### config.mk
export PLATFORM = sky130hd
export DESIGN_NAME = radar_uart_frame_parser
export DESIGN_NICKNAME = d
export VERILOG_FILES = /design/src/rtl/rufp_pkg.sv /design/src/rtl/radar_uart_frame_parser.sv /design/src/rtl/rufp_store.sv /design/src/rtl/rufp_parse.sv /design/src/rtl/rufp_emit.sv
export SDC_FILE = /design/constraint.sdc
export NUM_CORES = 1
export LEC_CHECK = 0
export CELL_PAD_IN_SITES_DETAIL_PLACEMENT = 0
export CELL_PAD_IN_SITES_GLOBAL_PLACEMENT = 1
export CORE_ASPECT_RATIO = 1.2
export CORE_MARGIN = 2
export CORE_UTILIZATION = 42
export DETAILED_ROUTE_END_ITERATION = 8
export DONT_BUFFER_PORTS = 1
export GPL_TIMING_DRIVEN = 1
export PLACE_DENSITY = 0.59
export REMOVE_ABC_BUFFERS = 1
export SLEW_MARGIN = 5
export SYNTH_ARGS = -nofsm -noshare
export SYNTH_HDL_FRONTEND = slang
export SYNTH_SLANG_ARGS = --single-unit
### constraint.sdc
create_clock -name clk -period 5.47 [get_ports clk]
set_clock_uncertainty 0.1 [all_clocks]
set_input_delay 1.094 -clock clk [delete_from_list [all_inputs] [get_ports clk]]
set_output_delay 1.094 -clock clk [all_outputs]
set_load 0.01 [all_outputs]
### src/rtl/rufp_pkg.sv
// ----------------------------------------------------------------------------
// rufp_pkg - shared types and constants of the serial frame parser
// Parse phases, register indexes, reset values and the frame hand-off record.
// ----------------------------------------------------------------------------
package rufp_pkg;

	// register indexes on the configuration port
	localparam logic [1:0] REG_HEADER_FIRST   = 2'd0;
	localparam logic [1:0] REG_HEADER_SECOND  = 2'd1;
	localparam logic [1:0] REG_TRAILER_FIRST  = 2'd2;
	localparam logic [1:0] REG_TRAILER_SECOND = 2'd3;

	localparam logic [7:0] HEADER_FIRST_RST   = 8'd83;
	localparam logic [7:0] HEADER_SECOND_RST  = 8'd89;
	localparam logic [7:0] TRAILER_FIRST_RST  = 8'd84;
	localparam logic [7:0] TRAILER_SECOND_RST = 8'd67;

	// heartbeat frame bytes from the control byte onward
	localparam logic [7:0] HB_CTRL   = 8'h01;
	localparam logic [7:0] HB_CMD    = 8'h01;
	localparam logic [7:0] HB_LEN_HI = 8'h00;
	localparam logic [7:0] HB_LEN_LO = 8'h01;
	localparam logic [7:0] HB_DATA   = 8'h0F;
	localparam logic [7:0] HB_SUM    = 8'hBE;
	localparam logic [7:0] HB_END1   = 8'h54;
	localparam logic [7:0] HB_END2   = 8'h43;

	// wide enough for lengths up to 127; the result fields hold depths up to 32
	localparam int LEN_W = 7;

	typedef enum logic [9:0] {
		PH_HUNT  = 10'b00_0000_0001,
		PH_HDR2  = 10'b00_0000_0010,
		PH_CTRL  = 10'b00_0000_0100,
		PH_CMD   = 10'b00_0000_1000,
		PH_LENHI = 10'b00_0001_0000,
		PH_LENLO = 10'b00_0010_0000,
		PH_DATA  = 10'b00_0100_0000,
		PH_SUM   = 10'b00_1000_0000,
		PH_END1  = 10'b01_0000_0000,
		PH_END2  = 10'b10_0000_0000
	} phase_t;

	// accepted frame, handed from parser to emitter
	typedef struct packed {
		logic             valid;
		logic [7:0]       ctrl;
		logic [7:0]       cmd;
		logic [LEN_W-1:0] len;
		logic             hb;
	} frame_t;

endpackage

### src/rtl/radar_uart_frame_parser.sv
// ----------------------------------------------------------------------------
// radar_uart_frame_parser - serial frame parser with additive checksum
// Received bytes enter on the s_axis channel, one item per byte. Frames of
// the form H1 H2 CTRL CMD LEN_HI LEN_LO PAYLOAD SUM T1 T2 are checked and,
// when good, a run of result items leaves on m_axis: one per payload byte
// (tlast on the final one), or a single item with tuser[0] low for an empty
// frame. The cfg port sets the header and end bytes; write it only when idle.
// Input rate: one byte per cycle while no run is being sent. After the item
// that carries the second end byte, s_axis_tready stays low until the final
// result is loaded into the output register; for each result the single read
// port of the payload store takes an address and then returns registered
// data, and no new address is issued while that data is pending. The first
// result follows the final end byte through the store read and the output
// register. A stall on m_axis_tready holds it and pauses store reads; bytes are
// again accepted while the final result still waits in the output register.
// Reset (arst_n low) returns the parser to hunting for a header, loads the
// default header and end bytes and drops any run in flight. The store needs
// no clearing: an entry's data is only used after the same frame wrote it.
// ----------------------------------------------------------------------------
module radar_uart_frame_parser #(
	parameter int PAYLOAD_DEPTH = 32
) (
	input  logic        clk,
	input  logic        arst_n,
	// received byte stream
	input  logic        s_axis_tvalid,
	output logic        s_axis_tready,
	input  logic [7:0]  s_axis_tdata,   // [7:0] rx_byte
	// result stream
	output logic        m_axis_tvalid,
	input  logic        m_axis_tready,
	// [7:0] ctrl_code, [15:8] cmd_code, [21:16] payload_length,
	// [26:22] byte_index, [34:27] payload_byte, [39:35] zero
	output logic [39:0] m_axis_tdata,
	output logic [1:0]  m_axis_tuser,   // [0] has_payload, [1] is_heartbeat
	output logic        m_axis_tlast,   // last_of_frame
	// configuration
	input  logic        cfg_we,
	input  logic [1:0]  cfg_addr,
	input  logic [7:0]  cfg_wdata
);

	localparam int AW = (PAYLOAD_DEPTH > 1) ? $clog2(PAYLOAD_DEPTH) : 1;
	localparam int LW = $clog2(PAYLOAD_DEPTH + 1);

	rufp_pkg::frame_t frame;
	logic          take, busy;
	logic          st_we, rd_en;
	logic [AW-1:0] st_waddr, rd_addr;
	logic [7:0]    st_wdata, rd_data;
	logic [7:0]    ctrl_code, cmd_code, payload_byte;
	logic [5:0]    payload_length;
	logic [4:0]    byte_index;
	logic          has_payload, is_heartbeat, last_of_frame;

	// no byte is taken while a run reads the store
	assign s_axis_tready = !busy;
	assign take          = s_axis_tvalid && s_axis_tready;

	rufp_parse #(
		.DEPTH(PAYLOAD_DEPTH),
		.AW   (AW),
		.LW   (LW)
	) u_parse (
		.clk      (clk),
		.arst_n   (arst_n),
		.take     (take),
		.rx       (s_axis_tdata),
		.cfg_we   (cfg_we),
		.cfg_addr (cfg_addr),
		.cfg_wdata(cfg_wdata),
		.st_we    (st_we),
		.st_waddr (st_waddr),
		.st_wdata (st_wdata),
		.frame    (frame)
	);

	rufp_store #(
		.DEPTH(PAYLOAD_DEPTH),
		.AW   (AW)
	) u_store (
		.clk  (clk),
		.we   (st_we),
		.waddr(st_waddr),
		.wdata(st_wdata),
		.re   (rd_en),
		.raddr(rd_addr),
		.rdata(rd_data)
	);

	rufp_emit #(
		.AW(AW),
		.LW(LW)
	) u_emit (
		.clk           (clk),
		.arst_n        (arst_n),
		.frame         (frame),
		.busy          (busy),
		.rd_en         (rd_en),
		.rd_addr       (rd_addr),
		.rd_data       (rd_data),
		.out_valid     (m_axis_tvalid),
		.out_ready     (m_axis_tready),
		.ctrl_code     (ctrl_code),
		.cmd_code      (cmd_code),
		.payload_length(payload_length),
		.byte_index    (byte_index),
		.payload_byte  (payload_byte),
		.has_payload   (has_payload),
		.is_heartbeat  (is_heartbeat),
		.last_of_frame (last_of_frame)
	);

	assign m_axis_tdata = {5'd0, payload_byte, byte_index, payload_length, cmd_code, ctrl_code};
	assign m_axis_tuser = {is_heartbeat, has_payload};
	assign m_axis_tlast = last_of_frame;

endmodule

### src/rtl/rufp_store.sv
// ----------------------------------------------------------------------------
// rufp_store - payload store
// Single write port, single synchronous read port with registered read data.
// ----------------------------------------------------------------------------
module rufp_store #(
	parameter int DEPTH = 32,
	parameter int AW    = 5
) (
	input  logic          clk,
	input  logic          we,
	input  logic [AW-1:0] waddr,
	input  logic [7:0]    wdata,
	input  logic          re,
	input  logic [AW-1:0] raddr,
	output logic [7:0]    rdata
);

	logic [7:0] mem [DEPTH];

	always_ff @(posedge clk) begin
		if (we) begin
			mem[waddr] <= wdata;
		end
		if (re) begin
			rdata <= mem[raddr];
		end
	end

endmodule

### src/rtl/rufp_parse.sv
// ----------------------------------------------------------------------------
// rufp_parse - byte-level frame parser
// Header/trailer match, running sum, heartbeat tracking, payload writes.
// ----------------------------------------------------------------------------
module rufp_parse #(
	parameter int DEPTH = 32,
	parameter int AW    = 5,
	parameter int LW    = 6
) (
	input  logic                clk,
	input  logic                arst_n,
	input  logic                take,
	input  logic [7:0]          rx,
	input  logic                cfg_we,
	input  logic [1:0]          cfg_addr,
	input  logic [7:0]          cfg_wdata,
	output logic                st_we,
	output logic [AW-1:0]       st_waddr,
	output logic [7:0]          st_wdata,
	output rufp_pkg::frame_t    frame
);

	rufp_pkg::phase_t phase_q, phase_n;
	logic [7:0]    hdr1_q, hdr2_q, trl1_q, trl2_q;
	logic [7:0]    ctrl_q, ctrl_n, cmd_q, cmd_n, len_hi_q, len_hi_n;
	logic [LW-1:0] len_q, len_n, cnt_q, cnt_n;
	logic [LW-1:0] cnt_inc;
	logic [7:0]    sum_q, sum_n, sum_add;
	logic          hb_q, hb_n;
	logic [15:0]   len16;

	assign sum_add  = sum_q + rx;
	assign len16    = {len_hi_q, rx};
	assign cnt_inc  = cnt_q + LW'(1);
	assign st_waddr = cnt_q[AW-1:0];
	assign st_wdata = rx;

	always_comb begin
		phase_n  = phase_q;
		ctrl_n   = ctrl_q;
		cmd_n    = cmd_q;
		len_hi_n = len_hi_q;
		len_n    = len_q;
		cnt_n    = cnt_q;
		sum_n    = sum_q;
		hb_n     = hb_q;
		st_we    = 1'b0;
		frame    = '0;
		frame.ctrl = ctrl_q;
		frame.cmd  = cmd_q;
		frame.len  = rufp_pkg::LEN_W'(len_q);
		unique case (phase_q)
			rufp_pkg::PH_HUNT: begin
				if (rx == hdr1_q) begin
					sum_n   = rx;
					hb_n    = 1'b1;
					phase_n = rufp_pkg::PH_HDR2;
				end
			end
			rufp_pkg::PH_HDR2: begin
				if (rx == hdr2_q) begin
					sum_n   = sum_add;
					phase_n = rufp_pkg::PH_CTRL;
				end else if (rx == hdr1_q) begin
					sum_n   = rx;
					hb_n    = 1'b1;
					phase_n = rufp_pkg::PH_HDR2;
				end else begin
					phase_n = rufp_pkg::PH_HUNT;
				end
			end
			rufp_pkg::PH_CTRL: begin
				if (rx != rufp_pkg::HB_CTRL) hb_n = 1'b0;
				ctrl_n  = rx;
				sum_n   = sum_add;
				phase_n = rufp_pkg::PH_CMD;
			end
			rufp_pkg::PH_CMD: begin
				if (rx != rufp_pkg::HB_CMD) hb_n = 1'b0;
				cmd_n   = rx;
				sum_n   = sum_add;
				phase_n = rufp_pkg::PH_LENHI;
			end
			rufp_pkg::PH_LENHI: begin
				if (rx != rufp_pkg::HB_LEN_HI) hb_n = 1'b0;
				len_hi_n = rx;
				sum_n    = sum_add;
				phase_n  = rufp_pkg::PH_LENLO;
			end
			rufp_pkg::PH_LENLO: begin
				if (rx != rufp_pkg::HB_LEN_LO) hb_n = 1'b0;
				len_n = len16[LW-1:0];
				sum_n = sum_add;
				cnt_n = '0;
				if (len16 == 16'd0) begin
					phase_n = rufp_pkg::PH_SUM;
				end else if (len16 <= 16'(DEPTH)) begin
					phase_n = rufp_pkg::PH_DATA;
				end else begin
					// too long for the store: drop
					phase_n = rufp_pkg::PH_HUNT;
				end
			end
			rufp_pkg::PH_DATA: begin
				if (rx != rufp_pkg::HB_DATA) hb_n = 1'b0;
				st_we = take;
				cnt_n = cnt_inc;
				sum_n = sum_add;
				if (cnt_inc >= len_q) phase_n = rufp_pkg::PH_SUM;
			end
			rufp_pkg::PH_SUM: begin
				if (rx != rufp_pkg::HB_SUM) hb_n = 1'b0;
				phase_n = (sum_q == rx) ? rufp_pkg::PH_END1 : rufp_pkg::PH_HUNT;
			end
			rufp_pkg::PH_END1: begin
				if (rx != rufp_pkg::HB_END1) hb_n = 1'b0;
				if (rx == trl1_q) begin
					phase_n = rufp_pkg::PH_END2;
				end else if (rx == hdr1_q) begin
					sum_n   = rx;
					hb_n    = 1'b1;
					phase_n = rufp_pkg::PH_HDR2;
				end else begin
					phase_n = rufp_pkg::PH_HUNT;
				end
			end
			rufp_pkg::PH_END2: begin
				if (rx != rufp_pkg::HB_END2) hb_n = 1'b0;
				frame.valid = take && (rx == trl2_q);
				phase_n     = rufp_pkg::PH_HUNT;
			end
			default: begin
				phase_n = rufp_pkg::PH_HUNT;
			end
		endcase
		frame.hb = hb_n;
	end

	always_ff @(posedge clk or negedge arst_n) begin
		if (!arst_n) begin
			phase_q  <= rufp_pkg::PH_HUNT;
			ctrl_q   <= '0;
			cmd_q    <= '0;
			len_hi_q <= '0;
			len_q    <= '0;
			cnt_q    <= '0;
			sum_q    <= '0;
			hb_q     <= 1'b0;
		end else if (take) begin
			phase_q  <= phase_n;
			ctrl_q   <= ctrl_n;
			cmd_q    <= cmd_n;
			len_hi_q <= len_hi_n;
			len_q    <= len_n;
			cnt_q    <= cnt_n;
			sum_q    <= sum_n;
			hb_q     <= hb_n;
		end
	end

	always_ff @(posedge clk or negedge arst_n) begin
		if (!arst_n) begin
			hdr1_q <= rufp_pkg::HEADER_FIRST_RST;
			hdr2_q <= rufp_pkg::HEADER_SECOND_RST;
			trl1_q <= rufp_pkg::TRAILER_FIRST_RST;
			trl2_q <= rufp_pkg::TRAILER_SECOND_RST;
		end else if (cfg_we) begin
			unique case (cfg_addr)
				rufp_pkg::REG_HEADER_FIRST:   hdr1_q <= cfg_wdata;
				rufp_pkg::REG_HEADER_SECOND:  hdr2_q <= cfg_wdata;
				rufp_pkg::REG_TRAILER_FIRST:  trl1_q <= cfg_wdata;
				rufp_pkg::REG_TRAILER_SECOND: trl2_q <= cfg_wdata;
				default: ;
			endcase
		end
	end

endmodule

### src/rtl/rufp_emit.sv
// ----------------------------------------------------------------------------
// rufp_emit - result run generator
// Walks the payload store for an accepted frame; output register on the bus.
// ----------------------------------------------------------------------------
module rufp_emit #(
	parameter int AW = 5,
	parameter int LW = 6
) (
	input  logic             clk,
	input  logic             arst_n,
	input  rufp_pkg::frame_t frame,
	output logic             busy,
	output logic             rd_en,
	output logic [AW-1:0]    rd_addr,
	input  logic [7:0]       rd_data,
	output logic             out_valid,
	input  logic             out_ready,
	output logic [7:0]       ctrl_code,
	output logic [7:0]       cmd_code,
	output logic [5:0]       payload_length,
	output logic [4:0]       byte_index,
	output logic [7:0]       payload_byte,
	output logic             has_payload,
	output logic             is_heartbeat,
	output logic             last_of_frame
);

	logic          run_q, pend_q, empty_q, out_valid_q;
	logic [LW-1:0] idx_q, len_q;
	logic [7:0]    ctrl_q, cmd_q;
	logic          hb_q;
	logic [LW-1:0] pend_idx_s1;
	logic          pend_last_s1;
	logic [LW:0]   idx_nxt;
	logic          issue, at_last;
	logic [15:0]   len_w, idx_w;

	assign idx_nxt = {1'b0, idx_q} + (LW + 1)'(1);
	assign at_last = empty_q || (idx_nxt >= {1'b0, len_q});
	assign issue   = run_q && !pend_q && (!out_valid_q || out_ready);
	assign rd_en   = issue;
	assign rd_addr = idx_q[AW-1:0];
	assign busy    = run_q || pend_q;
	assign len_w   = 16'(len_q);
	assign idx_w   = 16'(pend_idx_s1);
	assign out_valid = out_valid_q;

	always_ff @(posedge clk or negedge arst_n) begin
		if (!arst_n) begin
			run_q       <= 1'b0;
			pend_q      <= 1'b0;
			out_valid_q <= 1'b0;
		end else begin
			if (frame.valid) begin
				run_q <= 1'b1;
			end else if (issue && at_last) begin
				run_q <= 1'b0;
			end
			pend_q <= issue;
			if (pend_q) begin
				out_valid_q <= 1'b1;
			end else if (out_ready) begin
				out_valid_q <= 1'b0;
			end
		end
	end

	always_ff @(posedge clk) begin
		if (frame.valid) begin
			idx_q   <= '0;
			len_q   <= frame.len[LW-1:0];
			empty_q <= (frame.len == '0);
			ctrl_q  <= frame.ctrl;
			cmd_q   <= frame.cmd;
			hb_q    <= frame.hb;
		end else if (issue) begin
			idx_q <= idx_nxt[LW-1:0];
		end
		if (issue) begin
			pend_idx_s1  <= idx_q;
			pend_last_s1 <= at_last;
		end
		if (pend_q) begin
			ctrl_code      <= ctrl_q;
			cmd_code       <= cmd_q;
			payload_length <= len_w[5:0];
			byte_index     <= idx_w[4:0];
			payload_byte   <= empty_q ? 8'd0 : rd_data;
			has_payload    <= !empty_q;
			is_heartbeat   <= hb_q;
			last_of_frame  <= pend_last_s1;
		end
	end

endmodule
==> results summary, run 1 <==
The area added between synthesis and finish is 11.5%. Leaving out fill and tap cells, the most frequent cell in the layout is sky130_fd_sc_hd__edfxtp_1. Yosys mapped a number of flops with a built-in enable equal to ~330.

The total track usage is 0.188. Measured against the total synthesized area, the mux share comes to 0.150. The most frequent cell on the critical path is sky130_fd_sc_hd__nor2_1. The largest net degree at the start of global routing came out at 91. The xor-xnor portion of the synthesized cell area came out at 0.0247. For the pin with the worst max-slew slack, the measured transition is around 0.78 ns.

The data required time of the worst path is roughly 5.6 ns. Traced cell by cell, the critical path runs through buf_4 > nor2_1 > nand2_1 > nor2_1 > nand2_1 > nor2_1. The number of cells on the worst reg-to-reg path is 6. The clock-pin slew reported for the worst setup and hold paths after clock tree synthesis is 0.06 ns. The total power per unit cell area is 357 nW/um2. Post-CTS repair changed the size of 0 cells. The later-pin clock latency in the skew report came out at 0.57 ns. The worst setup path is captured at a register. 0 antenna diodes ended up in the layout. The maximum buffer depth of the clock tree is 3. The final routed wire length divided by cell count came out at roughly 25 um. met2 is the most crowded layer. The count of fill cells added during filler insertion is roughly 3,500. The top cell types in the final layout, fill and taps aside, are sky130_fd_sc_hd__edfxtp_1, sky130_fd_sc_hd__mux4_2, sky130_fd_sc_hd__dfrtp_1, sky130_fd_sc_hd__mux2_2, sky130_fd_sc_hd__nor2_1. The average cell area after synthesis came out at about 17 um2.

The first global-routing pass estimated approximately 60,000 um of wire. The startpoint identified for the worst register-to-register timing path is u_emit.pend_q. The count of H-tree levels built during CTS is 2. The net count of the finished layout is 1,081. The most instantiated flip-flop cell in the synthesis netlist is sky130_fd_sc_hd__edfxtp_1. The slack of the critical path came out at between 1.5 and 2 ns. The capturing point of the worst reg2reg path is u_store.mem[6][7]. The maximum resistive drop on vdd came out at around 0.28 mV. The clock period minus worst slack came out at 3.74 ns.

The type of the most critical hold path is primary input to async pin. The final max-slew violation count came out at 0. The biggest fanout along the worst timing path came out at 40.

The number of hold violations in the final report is 0. The run finished with clean final reports. The worst setup path is launched from a register. The number of sinks handled by clock tree synthesis is roughly 430. The number of cell rows is between 80 and 90. Measured along the x axis, the die boundary spans ~190 um. The post-synthesis share of cell area spent on full adders, half adders and majority gates came out at 0.0180. Using the TritonRoute via totals, the vias-per-cell ratio works out to between 5 and 6.

The share of flip-flops with an asynchronous set or reset is 0.210. The upper clock frequency limit is 0.267 GHz. On the critical path, the stage with the largest delay is an instance of sky130_fd_sc_hd__nor2_1.

The worst pin sits at a relative slew slack of 0.476. The count of hold-fix buffers inserted at cts came out at 0. The die covers 43,900 um2.

The initial antenna violation count came out at 0. Detailed placement finished with a half-perimeter wire length of 24,700 um. In this run the remaining antenna-violating nets after routing total 0. The tree is rooted in a sky130_fd_sc_hd__clkbuf_16. For this run, the register share of the synthesized area comes to 0.696. In this run the vertical extent of the chip is about 230 um.

The area occupied by multi-input gates is just over 5000 um2. The share of the clock period used by the worst path after layout came out at 0.684. The number of detailed-routing iterations run before antenna repair came out at 4. For this block, the via count after detailed routing is 8,893. The setup slack of the worst register-to-register path is 1.73 ns. For the worst setup path, the data arrival time is 3.84 ns. The final routed wirelength across all metal layers came out at between 40,000 and 50,000 um. The overall overflow remaining after global route is 0.

Setup repair after global routing left no endpoint under its margin. Pin placement for this block handled between 60 and 70 I/O pins. The via count of the first global-routing pass came out at a little over 9,000. Buffers inserted during clock tree synthesis total 45. The placeable core region is ~42,000 um2. The post-CTS setup buffer count came out at 0. The synthesized-area fraction occupied by ao, oa, aoi and oai cells came out at 0.0297. The met2 routing resource usage after global routing came out at 0.313. In the final layout, flip-flops and latches occupy 12,400 um2. The DRC violation count after routing came out at 0. The CTS tree is yes. Tracing the worst setup path back leads to its startpoint at u_emit.pend_q. During synthesis, Yosys emitted a total of 0 warnings. The peak per-stage delay on the critical path is roughly 0.73 ns. The number of max-cap violations is 0. The number of standard cells after synthesis came out at 1,022. The cell area after technology mapping is approximately 18,000 um2. The sum of negative setup slack came out at 0 ns. For this configuration, the core starts out at a cell density of 0.425.

The static leakage power is 6.80 nW. After the first detailed-routing iteration, the DRC count stood at between 500 and 600. The count of state elements after synthesis is between 400 and 500. The main combinational cell family by area after synthesis is multiplexers. The met1 track utilization from global routing came out at 0.249.

The global placer's final weighted congestion is 0.778. The number of buffer cells added on primary ports came out at 0. Synthesis instantiated 65 different standard cells from the library. Setup violations remaining at the end of the flow were counted as 0. The simple-gate share of the synthesized area came out at 0.0627.

Before CTS, the worst setup slack after placement is between 1.5 and 2 ns. Of the cells placed in the final design, the portion with a size suffix greater than 1 is 0.244. The met3 capacity usage during global routing is 0.0374. The critical path is of the register to register type.
==> power by group <==
part	internal, mW	total [mW]	switching, mW	leakage, nW
logic	0.162	0.330	0.168	1.80
clock network	1.85	3.11	1.26	0.725
registers	3.58	3.63	0.0481	4.28
==> worst max-delay path, delay by kind of cell (launching register included) <==
kind / cells / cell delay, ns
buffers and inverters: 1 / 0.29
flip-flops: 1 / 0.35
AND/OR/NAND/NOR: 5 / 2.60
==> final cells by class <==
class / instances / share of cell area
sequential: 428 / 0.625
tap: 546 / 0.0345
inverter: 23 / 0.00436
clock inverter: 25 / 0.0154
clock buffer: 57 / 0.0607
timing repair buffer: 8 / 0.00303
multi-input combinational: 527 / 0.257
==> logic make-up after synthesis <==
family | after synthesis
fa+ha+maj | 25
buf+inv | 71
flops | 428
simple gates | 216
other cells | 1
compound gates | 74
xor+xnor | 50
mux | 157
==> how the worst max path moves through the flow <==
stage                                      to  cells after the start
after global routing        u_store.mem[5][6]                      6
after floorplan           u_emit.pend_last_s1                      7
final                       u_store.mem[6][7]                      6
after global placement     u_store.mem[25][1]                      6
after detailed placement    u_store.mem[5][0]                      6
after CTS                   u_store.mem[5][2]                      6
==> sequential cells by signal (all words and copies together) (netlist names), 8 cells and up <==
signal,cells
u_emit.cmd_code,8
u_emit.cmd_q,8
u_emit.ctrl_code,8
u_emit.ctrl_q,8
u_emit.payload_byte,8
u_parse.cmd_q,8
u_parse.ctrl_q,8
u_parse.hdr1_q,8
u_parse.hdr2_q,8
u_parse.len_hi_q,8
u_parse.phase_q,10
u_parse.sum_q,8
u_parse.trl1_q,8
u_parse.trl2_q,8
u_store.mem,256
u_store.rdata,8
==> Yosys cell counts (5+ instances only) <==
master                     number  area, um2
sky130_fd_sc_hd__nor2_1        60        225
sky130_fd_sc_hd__dfxtp_1        6        120
sky130_fd_sc_hd__a21o_1         9       67.6
sky130_fd_sc_hd__nand4_1       11       68.8
sky130_fd_sc_hd__clkbuf_1      24       90.1
sky130_fd_sc_hd__xnor2_1       28        245
sky130_fd_sc_hd__inv_1         23       86.3
sky130_fd_sc_hd__mux4_2        80       1800
sky130_fd_sc_hd__buf_2         10       50.1
sky130_fd_sc_hd__a21oi_1       13       65.1
sky130_fd_sc_hd__o21ai_0       15       75.1
sky130_fd_sc_hd__nand2b_1       5       31.3
sky130_fd_sc_hd__nand2_1       47        176
sky130_fd_sc_hd__nor3_1        13       65.1
sky130_fd_sc_hd__or3_1          5       31.3
sky130_fd_sc_hd__edfxtp_1     332       9970
sky130_fd_sc_hd__buf_4          8       60.1
sky130_fd_sc_hd__nand3_1       22        110
sky130_fd_sc_hd__nor2b_1        9       56.3
sky130_fd_sc_hd__dfrtp_1       75       1880
sky130_fd_sc_hd__ha_1          24        300
sky130_fd_sc_hd__xor2_1        22        193
sky130_fd_sc_hd__mux2_2        73        822
sky130_fd_sc_hd__nor4_1        12       75.1
sky130_fd_sc_hd__dfstp_2       15        394
sky130_fd_sc_hd__nand3b_1      10       75.1
sky130_fd_sc_hd__a22o_1        12        105
==> per-layer routing <==
layer	part of all wire	up-vias
li1	-	3999
met1	0.42	4600
met2	0.51	233
met3	0.050	61
met4	0.028	0
met5	0	-
==> metrics by stage <==
step / utilization / cell area [um2] / power [mW] / std cells / hold WS [ns]
2_1_floorplan: - / 17500 / 3.95 / 978 / 0.300
3_3_place_gp: 0.438 / 18300 / 4.02 / 1532 / 0.304
3_5_place_dp: 0.438 / 18300 / 4.02 / 1532 / 0.306
4_1_cts: 0.474 / 19800 / 7.15 / 1614 / 0.0753
5_1_grt: 0.474 / 19800 / 7.31 / 1614 / 0.0758
6_report: 0.474 / 19800 / 7.06 / 1614 / 0.111
Power figures use the tool's default switching activity.
==> run 2: changes to the inputs <==
Settings changed: PLACE_DENSITY 0.59 to 0.62.
Clock period 5.47 ns to 3.3 ns, I/O delays scaled along.
==> run 2 against run 1 <==
Critical path type unchanged. First-iteration DRC count is 6.7% lower. Total power up 65%. Hold slack worse by 0.017 ns. Fmax is 35% higher. Routed wire length decreased by 6.5%. Register-to-register slack lost 1.2 ns.
==> results summary, run 2 (synthesis results as in run 1) <==
The number of cell rows came out at 82 (unchanged). The die boundary height came out at 229 um (unchanged). The most used routing layer in global routing is met2. The later-pin clock latency in the skew report came out at 0.57 ns (about the same). The antenna violation net count after detailed routing was 0 (unchanged). The total power is 11.6 mW (+65%).

The number of design-rule violations left by the first detailed-router iteration came out at 539 (-6.7%). The largest registers in the layout are u_store.mem x256, u_parse.phase_q x10. The DRC violation count after routing is 0 (unchanged). The area occupied by multi-input gates came to 5090 um2 (unchanged). The overall overflow remaining after global route came out at 0 (unchanged). The startpoint identified for the worst hold timing path is s_axis_tdata[6]. The number of buffer cells added on primary ports came out at 0 (unchanged). The post-placement cell count is 1,573 (+2.7%).

The largest net degree at the start of global routing came out at 91 (unchanged). The final max-slew violation count is 0 (unchanged). The arrival time reported for the critical path endpoint came out at 3.11 ns (-0.73 ns).

The area added between synthesis and finish is 13.5%. The number of antenna repair diodes came to 0 (unchanged). The data required time of the worst path came out at 3.64 ns (-1.93 ns). The cell depth of the worst setup path is 9 (+3). The biggest fanout along the worst timing path is 10 (-75%). The clock period minus worst slack is 2.77 ns (-0.972 ns). The met3 capacity usage during global routing is 0.0303 (-0.00705).

The number of flip-flops in the largest register is 256 (unchanged). The maximum buffer depth of the clock tree was 3 (unchanged). The slowest stage of the critical path belongs to the cell sky130_fd_sc_hd__dfrtp_1. The worst-case reg-to-reg path depth is 9 (+3).

The top cell types in the final layout, fill and taps aside, are sky130_fd_sc_hd__edfxtp_1, sky130_fd_sc_hd__mux4_2, sky130_fd_sc_hd__dfrtp_1, sky130_fd_sc_hd__mux2_2, sky130_fd_sc_hd__nor2_1. The global-route wire length before repair is 58,100 um (-3.6%). The worst setup path is launched from a register. The signal on the critical path passes through inv_1 > ha_1 > ha_1 > a21o_1 > a21oi_1 > nor2b_1 > o21ai_0 > a21o_1 > mux2_2.

The static leakage power is 7.03 nW (+3.4%). The final hold slack came out at 0.0946 ns (-0.0167 ns). The CTS tree is yes. Setup repair after global routing left no endpoint under its margin. The placeable core region is 41,800 um2 (unchanged).

The cell type group with the largest total delay on the critical path is compound AO/OA/AOI/OAI gates. The instance area at placement came out at 18,600 um2 (+1.9%). Counting flops per register, the top entry is u_store.mem.

The number of sinks handled by clock tree synthesis is 428 (unchanged). The post-DP HPWL is 24,100 um (-2.3%). The total number of nets in the final design came out at 1,122 (+3.8%). The critical path in this run is classified as register to register. The peak per-stage delay on the critical path came to 0.47 ns (-0.26 ns). The number of hold violations in the final report came to 0 (unchanged). The slack of the critical path was 0.532 ns (-1.20 ns). The count of vias placed by the detailed router is 8,820 (-0.82%). The via density per instance came out at 5.33 (-3.2%).

The via count of the first global-routing pass is 9,450 (+2.8%). The met2 routing resource usage after global routing came to 0.309 (-0.00451). The global placer's final weighted congestion came to 0.796 (+2.3%). The end point of the worst hold path is u_store.mem[26][6]. The flow ran to the end, and the final reports show no timing, DRC or antenna violations. The library cell used most frequently in the layout, excluding fill and tap cells, is sky130_fd_sc_hd__edfxtp_1. The worst setup path is captured at a register. The endpoint identified for the worst register-to-register timing path is u_parse.phase_q[6]. The worst-case setup slack after placement is 0.537 ns (-1.10 ns).

The type of the most critical hold path is primary input to register. The share of final-layout standard cells stronger than drive strength 1 came to 0.269 (+0.0246). The final standard cell count with taps included and fillers excluded is 1,654 (+2.5%). The root buffer cell chosen for the clock tree is sky130_fd_sc_hd__clkbuf_16. The effective utilization at floorplan came to 0.425 (unchanged). The initial antenna violation count came out at 0 (unchanged).

The share of the clock period used by the worst path after layout came to 0.839 (+0.155). The clock-pin slew reported for the worst setup and hold paths after clock tree synthesis came out at 0.06 ns (about the same). The total track usage was 0.179 (-0.00945). The final routed wire length divided by cell count was 22.7 um (-8.7%).

The number of top-level pins came to 68 (unchanged). The relative max-transition margin was 0.504 (+0.0277). The transition at the pin with the smallest max-transition slack was 0.740 ns (-0.0413 ns). The TritonCTS buffer count came out at 43 (-4.4%). The area enclosed by the die boundary is 43,900 um2 (unchanged). The worst hold path was traced through 0 stages. The maximum resistive drop on vdd is 0.467 mV (+68%). The buffers plus inverters on the worst setup path came to 1 (unchanged). The total power per unit cell area came out at 577 nW/um2 (+62%). The setup-violating endpoint count in the final report was 0 (unchanged). The final routed wirelength across all metal layers came out at 37,600 um (-6.5%). The setup slack of the worst register-to-register path was 0.53 ns (-1.20 ns). The upper clock frequency limit was 0.361 GHz (+35%). The cell area after layout came out at 20,100 um2 (+1.8%). The count of fill cells added during filler insertion came out at 3,484 (-0.88%). The count of H-tree levels built during CTS came out at 2 (unchanged). The met1 track utilization from global routing came out at 0.230 (-0.0196). The worst reg2reg path startpoint is u_parse.cnt_q[0]. The sequential cell area is 12,400 um2 (about the same). The number of detailed-routing iterations run before antenna repair is 4 (unchanged). The overall die width is 192 um (unchanged).

The number of max-cap violations is 0 (unchanged).
[run 2: how the worst max path moves through the flow]
stage	from	end	slack, ns
after floorplan	u_emit.idx_q[0]	u_emit.pend_last_s1	-1.48
after global placement	u_parse.cnt_q[3]	u_parse.phase_q[8]	0.55
after detailed placement	u_parse.cnt_q[0]	u_parse.phase_q[3]	0.54
after CTS	u_parse.cnt_q[0]	u_parse.phase_q[6]	0.51
after global routing	u_parse.phase_q[8]	u_store.mem[27][0]	0.35
final	u_parse.cnt_q[0]	u_parse.phase_q[6]	0.53
[run 2: repair_timing]
| item | CTS | global route |
|---|---|---|
| endpoints found under the hold margin | 90 | 0 |
| setup buffers | 0 | 0 |
| hold buffers | 2 | 0 |
| resized for setup | 0 | 0 |
[run 2: stage by stage]
step / utilization / TNS (ns)
6_report: 0.482 / 0
5_1_grt: 0.482 / 0
4_1_cts: 0.482 / 0
3_5_place_dp: 0.446 / 0
3_3_place_gp: 0.446 / 0
2_1_floorplan: - / -27.13
[run 2: report_power, final]
group / internal [mW] / leakage, nW / switching [mW]
sequential: 5.93 / 4.28 / 0.0825
clock: 3.05 / 0.715 / 2.00
combinational: 0.274 / 2.04 / 0.300
total: 9.25 / 7.03 / 2.38
[run 2: layout make-up]
class                           instances  share of cell area
Clock buffer                           55              0.0577
Inverter                               23             0.00429
Timing Repair Buffer                   51              0.0220
Tap cell                              546              0.0339
Clock inverter                         24              0.0155
Sequential cell                       428               0.614
Multi-Input combinational cell        527               0.253
[run 2: layer usage]
layer,vias to the layer above,wire (um),share of wire
met4,0,850,0.023
met2,156,19600,0.52
met3,54,1300,0.035
met5,-,0,0
li1,4063,-,-
met1,4547,15800,0.42
[run 2: worst register-to-register path, stage by stage (launching register included)]
cell and delay (ns):
sky130_fd_sc_hd__dfrtp_1 0.47, sky130_fd_sc_hd__inv_1 0.12, sky130_fd_sc_hd__ha_1 0.34, sky130_fd_sc_hd__ha_1 0.28
sky130_fd_sc_hd__a21o_1 0.15, sky130_fd_sc_hd__a21oi_1 0.13, sky130_fd_sc_hd__nor2b_1 0.06, sky130_fd_sc_hd__o21ai_0 0.17
sky130_fd_sc_hd__a21o_1 0.44, sky130_fd_sc_hd__mux2_2 0.39
==> run 3: changes to the inputs <==
Settings changed: PLACE_DENSITY 0.62 to 0.59.
Clock period 3.3 ns to 2.76 ns, I/O delays scaled along.
==> run 3 against run 2 <==
First-iteration DRC count decreased by 28%. Clock power increased by 18%. Routed wire length increased by 6.9%. Total power increased by 20%. Non-clock buffer count increased by 39. Critical path depth unchanged. Count of clock-buffer cells in the layout decreased by 1. Combinational power increased by 45%.
==> results summary, run 3 (synthesis results as in run 1) <==
The via density per instance came out at 5.37 (+0.73%). Setup repair after global routing left no endpoint under its margin. The total power per unit cell area came out at 676 nW/um2 (+17%). The antenna violation net count after detailed routing came to 0 (unchanged). The count of vias placed by the detailed router is 9,115 (+3.3%). The initial antenna violation count came out at 0 (unchanged). The final routed wire length divided by cell count came to 23.7 um (+4.2%). The share of the clock period used by the worst path after layout came to 0.933 (+0.0937).

The count of H-tree levels built during CTS is 2 (unchanged). The share of final-layout standard cells stronger than drive strength 1 is 0.288 (+0.0195). The via count of the first global-routing pass is 9,587 (+1.4%). The top cell types in the final layout, fill and taps aside, are sky130_fd_sc_hd__edfxtp_1, sky130_fd_sc_hd__mux4_2, sky130_fd_sc_hd__dfrtp_1, sky130_fd_sc_hd__mux2_2. TritonCTS built the clock tree. The setup-violating endpoint count in the final report came out at 0 (unchanged).

The total number of nets in the final design came out at 1,163 (+3.7%). The number of hold violations in the final report came to 0 (unchanged). The worst-case setup slack after placement came out at 0.0875 ns (-0.449 ns). The clock period minus worst slack came out at 2.57 ns (-0.194 ns). The largest net degree at the start of global routing is 91 (unchanged). The global placer's final weighted congestion is 0.783 (-1.6%). The area enclosed by the die boundary came out at 43,900 um2 (unchanged). The number of top-level pins is 68 (unchanged). The clock-pin slew reported for the worst setup and hold paths after clock tree synthesis came to 0.06 ns (about the same). The number of antenna repair diodes came out at 0 (unchanged). The overall die width is 192 um (unchanged). The DRC violation count after routing came out at 0 (unchanged).

The number of cell rows is 82 (unchanged). The number of detailed-routing iterations run before antenna repair came out at 5 (+1). The most common cell after layout, fill and taps aside is sky130_fd_sc_hd__edfxtp_1. The number of design-rule violations left by the first detailed-router iteration is 387 (-28%). The final max-slew violation count came out at 0 (unchanged). The relative max-transition margin is 0.578 (+0.0741).

The upper clock frequency limit came out at 0.388 GHz (+7.5%). The worst hold path belongs to the class primary input to register. The slack of the critical path came out at 0.186 ns (-0.346 ns). The maximum buffer depth of the clock tree is 3 (unchanged). The placeable core region is 41,800 um2 (unchanged). The later-pin clock latency in the skew report is 0.57 ns (about the same).

The global-route wire length before repair came out at 60,900 um (+4.8%). The overall overflow remaining after global route was 0 (unchanged). The data required time of the worst path came to 3.11 ns (-0.53 ns). The worst setup path is of the register to register kind. The flow ran to the end, and the final reports show no timing, DRC or antenna violations. The area added between synthesis and finish is 16.2%. The biggest fanout along the worst timing path is 9 (-1). The type of element capturing the critical path is a register. The post-DP HPWL was 24,300 um (+0.81%). The number of buffer cells added on primary ports came out at 0 (unchanged). The number of flip-flops in the largest register came out at 256 (unchanged). The total track usage came out at 0.190 (+0.0113). The effective utilization at floorplan is 0.425 (unchanged). The cell sitting at the root of the clock tree is a sky130_fd_sc_hd__clkbuf_16.

The die boundary height was 229 um (unchanged). The TritonCTS buffer count is 45 (+4.7%). The static leakage power came out at 7.28 nW (+3.5%). The number of sinks handled by clock tree synthesis is 428 (unchanged). The maximum resistive drop on vdd is 0.499 mV (+7.0%). The final core utilization is 0.494 (+0.0115). The arrival time reported for the critical path endpoint came to 2.92 ns (-0.19 ns). u_store.mem holds more flip-flops than any other register. The final routed wirelength across all metal layers is 40,200 um (+6.9%). The transition at the pin with the smallest max-transition slack came to 0.632 ns (-0.108 ns). The category of the worst setup path launch point is a register.

The largest registers in the layout are u_store.mem x256, u_parse.phase_q x10. The number of max-cap violations was 0 (unchanged).
==> run 3: per-stage QoR <==
stage	hold slack, ns	cells	cell area (um2)	TNS [ns]	power, mW
detailed placement	0.160	1595	18900	0	8.01
CTS	0.000168	1697	20600	0	14.1
global route	0.00259	1697	20600	0	14.5
global placement	0.160	1595	18900	0	8.00
floorplan	0.156	978	17500	-80.41	7.83
finish	0.0395	1697	20600	0	14.0
==> run 3: report_power, final <==
group	switching, mW	internal (mW)	total, mW
clock	2.50	3.44	5.94
combinational	0.444	0.386	0.830
sequential	0.0942	7.09	7.18
total	3.04	10.9	14.0
==> run 3: worst paths after layout <==
check                      cells after the start  slack, ns        startpoint                 end
setup / recovery                               9       0.19  u_parse.cnt_q[0]  u_parse.phase_q[8]
hold / removal                                 1       0.04      cfg_wdata[0]   u_parse.trl1_q[0]
setup reg to reg                               9       0.19  u_parse.cnt_q[0]  u_parse.phase_q[8]
hold reg to reg                                0       0.32   u_emit.cmd_q[0]  u_emit.cmd_code[0]
max in group asynchronous                      2       1.66            arst_n   u_parse.trl2_q[6]
min in group asynchronous                      2       0.49            arst_n   u_parse.ctrl_q[6]
==> run 3: worst max-delay path: stages (launching register included) <==
cell                      delay, ns
sky130_fd_sc_hd__dfrtp_1       0.45
sky130_fd_sc_hd__inv_1         0.11
sky130_fd_sc_hd__ha_1          0.32
sky130_fd_sc_hd__ha_1          0.27
sky130_fd_sc_hd__a21o_1        0.15
sky130_fd_sc_hd__a21oi_1       0.13
sky130_fd_sc_hd__nor2b_1       0.06
sky130_fd_sc_hd__o21ai_0       0.18
sky130_fd_sc_hd__a21o_2        0.30
sky130_fd_sc_hd__mux2_2        0.37
==> run 3: metal layers <==
metal / global-route usage / up-vias / wire length [um]
met5: 0 / - / 0
met4: 0.0637 / 0 / 1210
met3: 0.0378 / 63 / 1680
met2: 0.329 / 163 / 21000
met1: 0.238 / 4726 / 16300
li1: - / 4163 / -
==> run 3: what timing repair did <==
action	in CTS	in global routing
gates resized for setup	0	1
buffers inserted	0	0
hold buffers	19	0
hold endpoints to repair	363	0
setup endpoints to repair	0	8
==> run 3: cell type report <==
type	instances	area [um2]
fillers	3508	21100
multi-input cells	527	5090
well taps	546	683
inverters	23	86.3
clock inverters	29	259
flip-flops and latches	428	12400
clock buffers	54	1180
repair buffers	90	958
